==> config.mk <==
export PLATFORM = sky130hd
export DESIGN_NAME = bmp24_image_stream_writer_unit
export DESIGN_NICKNAME = d
export VERILOG_FILES = /design/src/hw/rtl/bmpw_pkg.sv /design/src/hw/rtl/bmpw_front.sv /design/src/hw/rtl/bmpw_queue.sv /design/src/hw/rtl/bmpw_back.sv /design/src/hw/rtl/bmp24_image_stream_writer_unit.sv
export VERILOG_INCLUDE_DIRS = /design/src /design/src/hw/rtl
export SDC_FILE = /design/constraint.sdc
export NUM_CORES = 1
export LEC_CHECK = 0
export BUFFER_PORTS_ARGS = -buffer_cell sky130_fd_sc_hd__buf_2
export CORE_AREA = 8 8 287 261
export DETAILED_ROUTE_END_ITERATION = 7
export DIE_AREA = 0 0 295 269
export GPL_ROUTABILITY_DRIVEN = 0
export GPL_TIMING_DRIVEN = 0
export PLACE_DENSITY = 0.49
export SLEW_MARGIN = 25
export SYNTH_ARGS = -nofsm -noshare
export SYNTH_HDL_FRONTEND = slang
export SYNTH_SLANG_ARGS = --single-unit
==> constraint.sdc <==
create_clock -name clk -period 10.6 [get_ports clk]
set_clock_uncertainty 0.1 [all_clocks]
set_input_delay 0.53 -clock clk [delete_from_list [all_inputs] [get_ports clk]]
set_output_delay 0.53 -clock clk [all_outputs]
set_load 0.005 [all_outputs]
==> src/hw/rtl/assert_macros.svh <==
// assertion macros used by the top-level rtl file
`ifndef ASSERT_MACROS_SVH
`define ASSERT_MACROS_SVH

// antecedent implies consequent in the same cycle
`define ASSERT_SAME(label, clk, rst_n, ante, cons) \
	label: assert property (@(posedge clk) disable iff (!rst_n) (ante) |-> (cons)) \
		else $error("assertion failed: same-cycle implication");

// antecedent implies consequent in the next cycle
`define ASSERT_NEXT(label, clk, rst_n, ante, cons) \
	label: assert property (@(posedge clk) disable iff (!rst_n) (ante) |=> (cons)) \
		else $error("assertion failed: next-cycle implication");

`endif

==> src/hw/rtl/bmpw_pkg.sv <==
// types, constants and header byte function of the bmp stream writer
package bmpw_pkg;

	localparam int unsigned MAX_DIM    = 8192;
	localparam int unsigned DIM_W      = 14;
	localparam int unsigned CNT_W      = 13;
	localparam int unsigned PROD_W     = 28;
	localparam int unsigned HDR_BYTES  = 54;
	localparam int unsigned INFO_BYTES = 40;
	localparam int unsigned BITS_PIX   = 24;
	localparam int unsigned QDEPTH     = 2;

	localparam logic [5:0] HDR_LAST = 6'(HDR_BYTES - 1);
	localparam logic [7:0] SIG_B    = 8'h42;
	localparam logic [7:0] SIG_M    = 8'h4D;

	// config register indexes
	localparam logic REG_WIDTH  = 1'b0;
	localparam logic REG_HEIGHT = 1'b1;

	// one classified pixel waiting for the back end
	typedef struct packed {
		logic [7:0]        red;
		logic [7:0]        green;
		logic [7:0]        blue;
		logic              hdr;
		logic              image_end;
		logic [1:0]        pad;
		logic [DIM_W-1:0]  width;
		logic [DIM_W-1:0]  height;
		logic [PROD_W-1:0] prod;
	} bmpw_entry_t;

	typedef struct packed {
		logic valid;
		logic full;
	} bmpw_qstat_t;

	// byte idx of the 54-byte header
	function automatic logic [7:0] hdr_byte(input logic [5:0] idx,
		input logic [DIM_W-1:0] w, input logic [DIM_W-1:0] h,
		input logic [PROD_W-1:0] prod);
		logic [31:0] size;
		logic [31:0] wid;
		logic [31:0] neg_h;
		logic [7:0]  b;
		size  = 32'(prod) + 32'(HDR_BYTES);
		wid   = 32'(w);
		neg_h = 32'd0 - 32'(h);
		case (idx)
			6'd0:  b = SIG_B;
			6'd1:  b = SIG_M;
			6'd2:  b = size[7:0];
			6'd3:  b = size[15:8];
			6'd4:  b = size[23:16];
			6'd5:  b = size[31:24];
			6'd10: b = 8'(HDR_BYTES);
			6'd14: b = 8'(INFO_BYTES);
			6'd18: b = wid[7:0];
			6'd19: b = wid[15:8];
			6'd20: b = wid[23:16];
			6'd21: b = wid[31:24];
			6'd22: b = neg_h[7:0];
			6'd23: b = neg_h[15:8];
			6'd24: b = neg_h[23:16];
			6'd25: b = neg_h[31:24];
			6'd26: b = 8'd1;
			6'd28: b = 8'(BITS_PIX);
			default: b = 8'd0;
		endcase
		return b;
	endfunction

endpackage

==> src/hw/rtl/bmpw_front.sv <==
// front end: config registers, pixel position counters and item classification
module bmpw_front import bmpw_pkg::*; (
	input  logic              clk,
	input  logic              arst_n,
	input  logic              cfg_we,
	input  logic              cfg_index,
	input  logic [DIM_W-1:0]  cfg_data,
	input  logic              in_valid,
	input  logic [7:0]        red,
	input  logic [7:0]        green,
	input  logic [7:0]        blue,
	input  bmpw_qstat_t       qstat,
	output logic              push,
	output bmpw_entry_t       entry
);

	logic [DIM_W-1:0]  width_q;
	logic [DIM_W-1:0]  height_q;
	logic [CNT_W-1:0]  col_q;
	logic [CNT_W-1:0]  row_q;
	logic [DIM_W-1:0]  w_eff;
	logic [DIM_W-1:0]  h_eff;
	logic [1:0]        full_pad;
	logic [DIM_W:0]    row_bytes;
	logic              row_end;
	logic              image_end;

	always_ff @(posedge clk or negedge arst_n) begin
		if (!arst_n) begin
			width_q  <= DIM_W'(1);
			height_q <= DIM_W'(1);
		end else if (cfg_we) begin
			case (cfg_index)
				REG_WIDTH:  width_q  <= cfg_data;
				REG_HEIGHT: height_q <= cfg_data;
				default: ;
			endcase
		end
	end

	always_comb begin
		if (width_q == '0)
			w_eff = DIM_W'(1);
		else if (width_q > DIM_W'(MAX_DIM))
			w_eff = DIM_W'(MAX_DIM);
		else
			w_eff = width_q;
		if (height_q == '0)
			h_eff = DIM_W'(1);
		else if (height_q > DIM_W'(MAX_DIM))
			h_eff = DIM_W'(MAX_DIM);
		else
			h_eff = height_q;
	end

	// pad = (-3w) mod 4
	assign full_pad  = 2'd0 - 2'(w_eff[1:0] * 2'd3);
	assign row_bytes = (DIM_W+1)'(w_eff) * (DIM_W+1)'(3) + (DIM_W+1)'(full_pad);
	assign row_end   = ({1'b0, col_q} + DIM_W'(1)) >= w_eff;
	assign image_end = row_end && (({1'b0, row_q} + DIM_W'(1)) >= h_eff);

	assign push = in_valid && !qstat.full;

	always_comb begin
		entry.red       = red;
		entry.green     = green;
		entry.blue      = blue;
		entry.hdr       = (col_q == '0) && (row_q == '0);
		entry.image_end = image_end;
		entry.pad       = row_end ? full_pad : 2'd0;
		entry.width     = w_eff;
		entry.height    = h_eff;
		entry.prod      = PROD_W'(row_bytes) * PROD_W'(h_eff);
	end

	always_ff @(posedge clk or negedge arst_n) begin
		if (!arst_n) begin
			col_q <= '0;
			row_q <= '0;
		end else if (push) begin
			if (row_end) begin
				col_q <= '0;
				row_q <= image_end ? '0 : row_q + CNT_W'(1);
			end else begin
				col_q <= col_q + CNT_W'(1);
			end
		end
	end

endmodule

==> src/hw/rtl/bmpw_queue.sv <==
// short item queue between front and back end
module bmpw_queue import bmpw_pkg::*; (
	input  logic        clk,
	input  logic        arst_n,
	input  logic        push,
	input  bmpw_entry_t wr_entry,
	input  logic        pop,
	output bmpw_entry_t head,
	output bmpw_qstat_t qstat
);

	localparam int unsigned PTR_W = $clog2(QDEPTH);

	bmpw_entry_t        mem_q [QDEPTH];
	logic [PTR_W-1:0]   wr_ptr_q;
	logic [PTR_W-1:0]   rd_ptr_q;
	logic [PTR_W:0]     count_q;

	always_ff @(posedge clk) begin
		if (push)
			mem_q[wr_ptr_q] <= wr_entry;
	end

	always_ff @(posedge clk or negedge arst_n) begin
		if (!arst_n) begin
			wr_ptr_q <= '0;
			rd_ptr_q <= '0;
			count_q  <= '0;
		end else begin
			if (push)
				wr_ptr_q <= wr_ptr_q + PTR_W'(1);
			if (pop)
				rd_ptr_q <= rd_ptr_q + PTR_W'(1);
			if (push && !pop)
				count_q <= count_q + (PTR_W+1)'(1);
			else if (pop && !push)
				count_q <= count_q - (PTR_W+1)'(1);
		end
	end

	assign head        = mem_q[rd_ptr_q];
	assign qstat.valid = count_q != '0;
	assign qstat.full  = count_q == (PTR_W+1)'(QDEPTH);

endmodule

==> src/hw/rtl/bmpw_back.sv <==
// back end: byte sequencer and output register
module bmpw_back import bmpw_pkg::*; (
	input  logic        clk,
	input  logic        arst_n,
	input  bmpw_entry_t head,
	input  bmpw_qstat_t qstat,
	output logic        pop,
	input  logic        out_stall,
	output logic        out_valid,
	output logic [7:0]  out_byte,
	output logic        last_of_run,
	output logic        image_done
);

	typedef enum logic [3:0] {
		ST_IDLE = 4'b0001,
		ST_HDR  = 4'b0010,
		ST_PIX  = 4'b0100,
		ST_PAD  = 4'b1000
	} seq_st_t;

	seq_st_t     st_q, cur_st, nxt_st;
	logic [5:0]  cnt_q, cur_cnt, nxt_cnt;
	logic        advance;
	logic        emit;
	logic        final_b;
	logic [7:0]  byte_d;

	logic        out_valid_q;
	logic [7:0]  out_byte_q;
	logic        last_q;
	logic        done_q;

	assign advance = !out_valid_q || !out_stall;
	assign emit    = advance && qstat.valid;

	always_comb begin
		if (st_q == ST_IDLE) begin
			cur_st  = head.hdr ? ST_HDR : ST_PIX;
			cur_cnt = '0;
		end else begin
			cur_st  = st_q;
			cur_cnt = cnt_q;
		end
		byte_d  = 8'd0;
		final_b = 1'b0;
		nxt_st  = cur_st;
		nxt_cnt = cur_cnt + 6'd1;
		case (cur_st)
			ST_HDR: begin
				byte_d = hdr_byte(cur_cnt, head.width, head.height, head.prod);
				if (cur_cnt == HDR_LAST) begin
					nxt_st  = ST_PIX;
					nxt_cnt = '0;
				end
			end
			ST_PIX: begin
				case (cur_cnt[1:0])
					2'd0:    byte_d = head.blue;
					2'd1:    byte_d = head.green;
					default: byte_d = head.red;
				endcase
				if (cur_cnt[1:0] == 2'd2) begin
					nxt_cnt = '0;
					if (head.pad == 2'd0) begin
						final_b = 1'b1;
						nxt_st  = ST_IDLE;
					end else begin
						nxt_st = ST_PAD;
					end
				end
			end
			ST_PAD: begin
				if (cur_cnt[1:0] == head.pad - 2'd1) begin
					final_b = 1'b1;
					nxt_st  = ST_IDLE;
					nxt_cnt = '0;
				end
			end
			default: begin
				nxt_st  = ST_IDLE;
				nxt_cnt = '0;
			end
		endcase
	end

	assign pop = emit && final_b;

	always_ff @(posedge clk or negedge arst_n) begin
		if (!arst_n) begin
			st_q        <= ST_IDLE;
			cnt_q       <= '0;
			out_valid_q <= 1'b0;
		end else if (advance) begin
			out_valid_q <= qstat.valid;
			if (qstat.valid) begin
				st_q  <= nxt_st;
				cnt_q <= nxt_cnt;
			end
		end
	end

	always_ff @(posedge clk) begin
		if (emit) begin
			out_byte_q <= byte_d;
			last_q     <= final_b;
			done_q     <= final_b && head.image_end;
		end
	end

	assign out_valid   = out_valid_q;
	assign out_byte    = out_byte_q;
	assign last_of_run = last_q;
	assign image_done  = done_q;

endmodule

==> src/hw/rtl/bmp24_image_stream_writer_unit.sv <==
// top level of the 24-bit top-down bmp stream writer
// usage:
// - input channel (in_valid/in_stall, red/green/blue) takes one pixel per item,
//   row-major, top row first
// - output channel (out_valid/out_stall, out_byte) gives the bmp file one byte
//   per item; last_of_run marks the final byte caused by a pixel, image_done the
//   final byte of the whole file
// - cfg_we/cfg_index/cfg_data write image_width (index 0) and image_height
//   (index 1); write only while no pixel is in flight
// - the first pixel of an image is preceded by the 54-byte header, each row
//   ends with zero padding up to a multiple of four bytes
// - with the queue empty, an accepted pixel passes through the queue and then
//   the output register before its first byte is valid
// - the byte sequencer gives one byte per cycle unless stalled or queue empty:
//   3 per pixel, plus 54 for the header pixel and up to 3 at a row end
// - a two-item queue decouples the front end, so pixels keep being taken while
//   the back end is still sending bytes
// - receiver stall holds the output register; the queue then fills and
//   in_stall rises
// - reset: dimensions return to 1, position counters and queue clear
`include "assert_macros.svh"

module bmp24_image_stream_writer_unit import bmpw_pkg::*; (
	input  logic              clk,
	input  logic              arst_n,
	input  logic              cfg_we,
	input  logic              cfg_index,
	input  logic [DIM_W-1:0]  cfg_data,
	input  logic              in_valid,
	output logic              in_stall,
	input  logic [7:0]        red,
	input  logic [7:0]        green,
	input  logic [7:0]        blue,
	output logic              out_valid,
	input  logic              out_stall,
	output logic [7:0]        out_byte,
	output logic              last_of_run,
	output logic              image_done
);

	// front to queue
	logic         push;
	bmpw_entry_t  entry;

	// queue to back
	bmpw_entry_t  head;
	bmpw_qstat_t  qstat;
	logic         pop;

	// classify each pixel: header needed, row end, padding, file size product
	bmpw_front u_front (
		.clk       (clk),
		.arst_n    (arst_n),
		.cfg_we    (cfg_we),
		.cfg_index (cfg_index),
		.cfg_data  (cfg_data),
		.in_valid  (in_valid),
		.red       (red),
		.green     (green),
		.blue      (blue),
		.qstat     (qstat),
		.push      (push),
		.entry     (entry)
	);

	// stall the sender only when the queue is full
	assign in_stall = qstat.full;

	bmpw_queue u_queue (
		.clk      (clk),
		.arst_n   (arst_n),
		.push     (push),
		.wr_entry (entry),
		.pop      (pop),
		.head     (head),
		.qstat    (qstat)
	);

	// turn each queued pixel into header, pixel and padding bytes
	bmpw_back u_back (
		.clk         (clk),
		.arst_n      (arst_n),
		.head        (head),
		.qstat       (qstat),
		.pop         (pop),
		.out_stall   (out_stall),
		.out_valid   (out_valid),
		.out_byte    (out_byte),
		.last_of_run (last_of_run),
		.image_done  (image_done)
	);

	// end of file is always also end of a pixel's bytes
	`ASSERT_SAME(a_done_is_last, clk, arst_n, out_valid && image_done, last_of_run)
	// a pop only happens with something in the queue
	`ASSERT_SAME(a_pop_has_item, clk, arst_n, pop, qstat.valid)
	// finishing a pixel always leaves a byte on the output
	`ASSERT_NEXT(a_pop_gives_byte, clk, arst_n, pop, out_valid && last_of_run)

endmodule

# Yosys cells after proc, flatten, opt, wreduce, memory -nomap -nowiden

Memories as Yosys holds them, arrays and structs flattened.
Cells that the tools add are included.

Register bits: 79
Bits in latches: 0
RAM bits: 168
Memory bits (read-only): 0
Input bits: 44
Output and inout port bits: 12
Word-level logic and storage cells: 117
Memories kept: 1

Add/sub/neg operators: 14
Multiply operators: 3
Divide/modulo/power cells: 0
Magnitude comparators: 4
Equal/unequal tests: 24
Shift-type cells: 0
Muxes and demuxes: 30
Bitwise operators: 1
Reduce and logical (&&, ||, !) cells: 27

Memories:

| memory        | depth | width | read ports | clocked after memory_dff | wr ports | RTL line         | source |
|---|---|---|---|---|---|---|---|
| u_queue.mem_q | 2     | 84    | 1          | 0                        | 1        | bmpw_queue.sv:14 | `bmpw_entry_t mem_q [QDEPTH];` |

Operators by type and width:

| cell                    | number |
|---|---|
| $pmux W8 S16            | 1 |
| $mux W14                | 4 |
| $eq A6 B5 Y1 const B    | 8 |
| $pmux W8 S2             | 2 |
| $add A28 B6 Y29 const B | 1 |
| $add A13 B1 Y14 const B | 2 |
| $ge A14 B14 Y1          | 2 |
| $gt A14 B14 Y1 const B  | 2 |
| $logic_not A14 Y1       | 2 |
| $mul A15 B14 Y28        | 1 |
| $add A13 B1 Y13 const B | 2 |
| $logic_not A13 Y1       | 2 |
| $mux W13                | 2 |
| $mux W6                 | 4 |
| $mux W4                 | 5 |
| $pmux W6 S3             | 1 |
| $add A15 B2 Y15         | 1 |
| $mul A14 B2 Y15 const B | 1 |
| $sub A1 B14 Y15 const A | 1 |
| $eq A6 B2 Y1 const B    | 2 |
| $eq A6 B3 Y1 const B    | 2 |
| $eq A6 B4 Y1 const B    | 2 |
| $pmux W4 S3             | 1 |
| $logic_and A1 B1 Y1     | 8 |
| 26 further kinds        | 44 |

# Depth between registers and ports, before layout

Depth after elaboration: 9
Mapped depth: 37
Mapped depth without buffers: 37

# Modules after synthesis

From an unflattened synthesis, not the netlist that was laid out.

Cells, all modules: 1,969
Area total of the unflattened synthesis: 20,447.1 um^2

Modules (own cells, without submodules):

| module     | instances | cells each | area each (um^2) | seq. area each (um^2) |
|---|---|---|---|---|
| bmpw_front | 1         | 1,305      | 11,270.8         | 1,353.8 |
| bmpw_queue | 1         | 277        | 6,258.5          | 5,144.9 |
| bmpw_back  | 1         | 387        | 2,917.8          | 576.8 |

# Worst setup path before layout

Ideal clock, no wire load.

Kind: reg-to-reg
From: register u_front.width_q[2]
To: memory u_queue.mem_q[0][26] in the netlist's numbering (data pin)
Library setup time: 263 ps
Arrival: 8,251 ps
Required time: 10,237 ps
Path slack: 1,986 ps
Cell stages (with the launch flop): 38
Buffers on the path: 0
Period minus slack after synthesis: 8,614 ps
Cells stage by stage: dfrtp_1 nor4_1 nand4_1 nand2_1 nand2_1 inv_1 ha_1 ha_1 or2_2 a21oi_1 a31oi_1 a21oi_1 o21bai_1 a21oi_1 xor2_1 nor2_1 fa_1 inv_1 [2 not listed] fa_1 inv_1 fa_1 inv_1 fa_1 inv_1 fa_1 inv_1 ha_1 inv_1 nor2_1 and3_1 nand3_1 a31o_2 o21ai_0 nand2_1 a21o_1 a211o_1

RTL lines:

| what                   | RTL line         | source |
|---|---|---|
| start, declared        | bmpw_front.sv:17 | `logic [DIM_W-1:0] width_q;` |
| start signal, assigned | bmpw_front.sv:34 | `REG_WIDTH: width_q <= cfg_data;` |
| end, declared          | bmpw_queue.sv:14 |  |

==> impl_metrics.py <==
metrics = {
    "sta": {
        "drv_slew": 0,
        "max_freq_ghz": 0.0997,
        "relSlewSlack": 0.263,
        "period_needed_ps": 10030,
        "rsz0062_at_grt": "no",
        "hold_viol": 0,
        "worst_hold_slack_ps": 33.5,
        "worst_slew_pin_slew_ps": 1100,
        "setup_viol": 0,
        "setup_tns_ps": 0,
        "fin_crit_sh": 0.946,
    },
    "cts": {
        "cts_made_buffers": 28,
        "cts_tree": "built",
        "htreeDepth": 1,
        "cts_sinks": 245,
        "cts_setup_buffers": 0,
        "clk_pin_slew_ps": 60,
        "cts_root_buf": "clkbuf_16",
        "clk-insertion-delay-late_ps": 580,
        "clockBufferDepth": 3,
    },
    "run_status": {
        "status": "complete, no violations",
    },
    "routing": {
        "route.detailed.drc": 0,
        "drtAntennaViolNets": 0,
        "drt-initial-drc-count": 1027,
        "vias": 14200,
        "wl_per_cell_microns": 18.4,
        "drt-total-wl_microns": 54400,
        "via_per_inst": 4.82,
        "first_pass_iters": 5,
    },
    "worst_setup_path": {
        "r2r-start": "u_front.width_q[2]",
        "crit_path_max_incr_delay_ps": 750,
        "critPathCaptureType": "flip-flop",
        "startpoint_type": "flip-flop",
        "crit_path_start": "u_front.width_q[2]",
        "cp.buffers_inverters": 8,
        "path_common_cell": "inv_1",
        "critPathRequiredTime_ps": 10750,
        "cp_slowest_cell": "nor3_1",
        "arrival_ps": 10180,
        "cpLargestDelayFamily": "adder cells",
        "crit_type": "flip-flop to flip-flop",
        "cp_max_fo": 6,
    },
    "placed_design": {
        "port_buffers": 55,
        "dp_hpwl_microns": 43100,
        "placedInstanceArea_sq_um": 21100,
    },
    "grt": {
        "grt_pass1_vias": 14700,
        "grt_max_degree": 52,
        "grt_antenna_before_repair": 2,
        "grt_pass1_wl_microns": 85600,
        "grt.total_usage": 0.137,
        "gr-total-overflow": 0,
    },
    "synthesis": {
        "synth_edf_count": 176,
        "synthFlopType": "edfxtp_1",
        "yosysSeqAreaShare": 0.361,
        "ys_warn_count": 0,
        "synth_cell_types": 73,
        "synthTopCellsByCount": "inv_1, nand2_1, edfxtp_1",
        "synth_top_area_frac": 0.272,
        "yosysTopAreaCell": "edfxtp_1",
        "async_reset_ff_frac": 0.282,
        "ys_ff_latch": 245,
        "yosysMostFrequentCell": "inv_1",
        "yosys-top-cells-area": "edfxtp_1, fa_1, ha_1",
        "syn_area_per_cell_sq_um": 10.3,
        "synth_area_sq_um": 19400,
        "netlist_instances": 1888,
    },
    "floorplan": {
        "rows": 92,
        "die_area_sq_um": 79400,
        "pin_count": 56,
        "initial_utilization": 0.279,
        "core_sq_um": 69600,
        "die_h_microns": 269,
        "die_w_microns": 295,
    },
    "layout": {
        "nNetsFinal": 2329,
        "syn_to_final_growth_pct": 14.0,
        "utilization": 0.318,
        "layout-drive-gt1-share": 0.102,
        "fin_area_sq_um": 22100,
        "n_antenna_cell": 0,
    },
    "worst_hold_path": {
        "min_from": "red[7]",
        "worstHoldPathType": "input pin to flip-flop",
    },
    "flow_run": {
        "cap_violations": 0,
    },
}
==> registers in the layout, summed over array words and instances (netlist names) <==
name	flops
u_back.cnt_q	6
u_back.image_done	1
u_back.last_of_run	1
u_back.out_byte	8
u_back.out_valid	1
u_back.st_q	4
u_front.col_q	13
u_front.height_q	14
u_front.row_q	13
u_front.width_q	14
u_queue.count_q	2
u_queue.mem_q	166
u_queue.rd_ptr_q	1
u_queue.wr_ptr_q	1
==> area by class of cell <==
| type | instances | area [sq um] |
|---|---|---|
| Timing Repair Buffer | 66 | 495 |
| Sequential cell | 245 | 7020 |
| Clock buffer | 39 | 772 |
| Fill cell | 7093 | 47500 |
| Clock inverter | 13 | 153 |
| Tap cell | 940 | 1180 |
| Buffer | 56 | 248 |
| Inverter | 225 | 845 |
| Multi-Input combinational cell | 1372 | 11400 |
==> worst reg2reg max path: cells and delay by family, from the launching register on <==
family | cells | cell delay (ps)
adder cells (fa/ha/maj) | 9 | 4000
XOR/XNOR | 1 | 500
flip-flops | 1 | 420
buffers and inverters | 8 | 540
AND/OR/NAND/NOR | 10 | 2370
AO/OA/AOI/OAI | 9 | 1790
==> kinds of logic (layout without fill, tap and decap cells) <==
group	Yosys count	after routing	synth area share
other	1	11	0.000193
multiplexers	103	103	0.0570
AND/OR/NAND/NOR	575	575	0.139
flip-flops	245	245	0.361
buffers and inverters	281	399	0.0562
XOR/XNOR	120	120	0.0541
adder cells (fa/ha/maj)	291	291	0.240
AO/OA/AOI/OAI	272	272	0.0923
==> placed cells by master (no fill, tap or decap), types with 28 or more instances in the layout <==
master and instances:
inv_1 221, nand2_1 213, edfxtp_1 176, nor2_1 155
ha_1 155, fa_1 136, o21ai_0 69, dfrtp_1 66
xnor2_1 63, buf_2 63, mux2_2 53, a21oi_1 51
xor2_1 50, clkbuf_1 48, mux2i_1 47, nand3_1 40
nand2b_1 28, clkbuf_16 28
==> final timing paths <==
kind,depth (start not counted),to,slack (ps)
min reg2reg,2,u_back.out_valid,420
max reg2reg,37,u_queue.mem_q[1][25],570
min in group asynchronous,2,u_back.out_valid,280
max,37,u_queue.mem_q[1][25],570
min,1,u_queue.mem_q[1][83],30
max in group asynchronous,3,u_front.height_q[0],9490
==> repair_timing <==
item                       4_1_cts  5_1_grt
setup endpoints to repair        0       10
resized for setup                0        7
hold endpoints to repair        24        0
hold buffers                     4        0
==> through the flow <==
step	instances	setup WS, ps
finish	2956	569
floorplan	1898	1990
detailed placement	2900	50.8
global placement	2893	124
global route	2956	36.9
CTS	2956	61.4
==> metal layers <==
layer  track usage  routed length [microns]
met5             0                        0
met3        0.0197                     3070
met4        0.0318                     1190
met2         0.223                    24700
met1         0.193                    25500
Power is left out: the tool's default activity adds up to more than one toggle a clock period on the data nets, which glitch-free logic cannot reach.
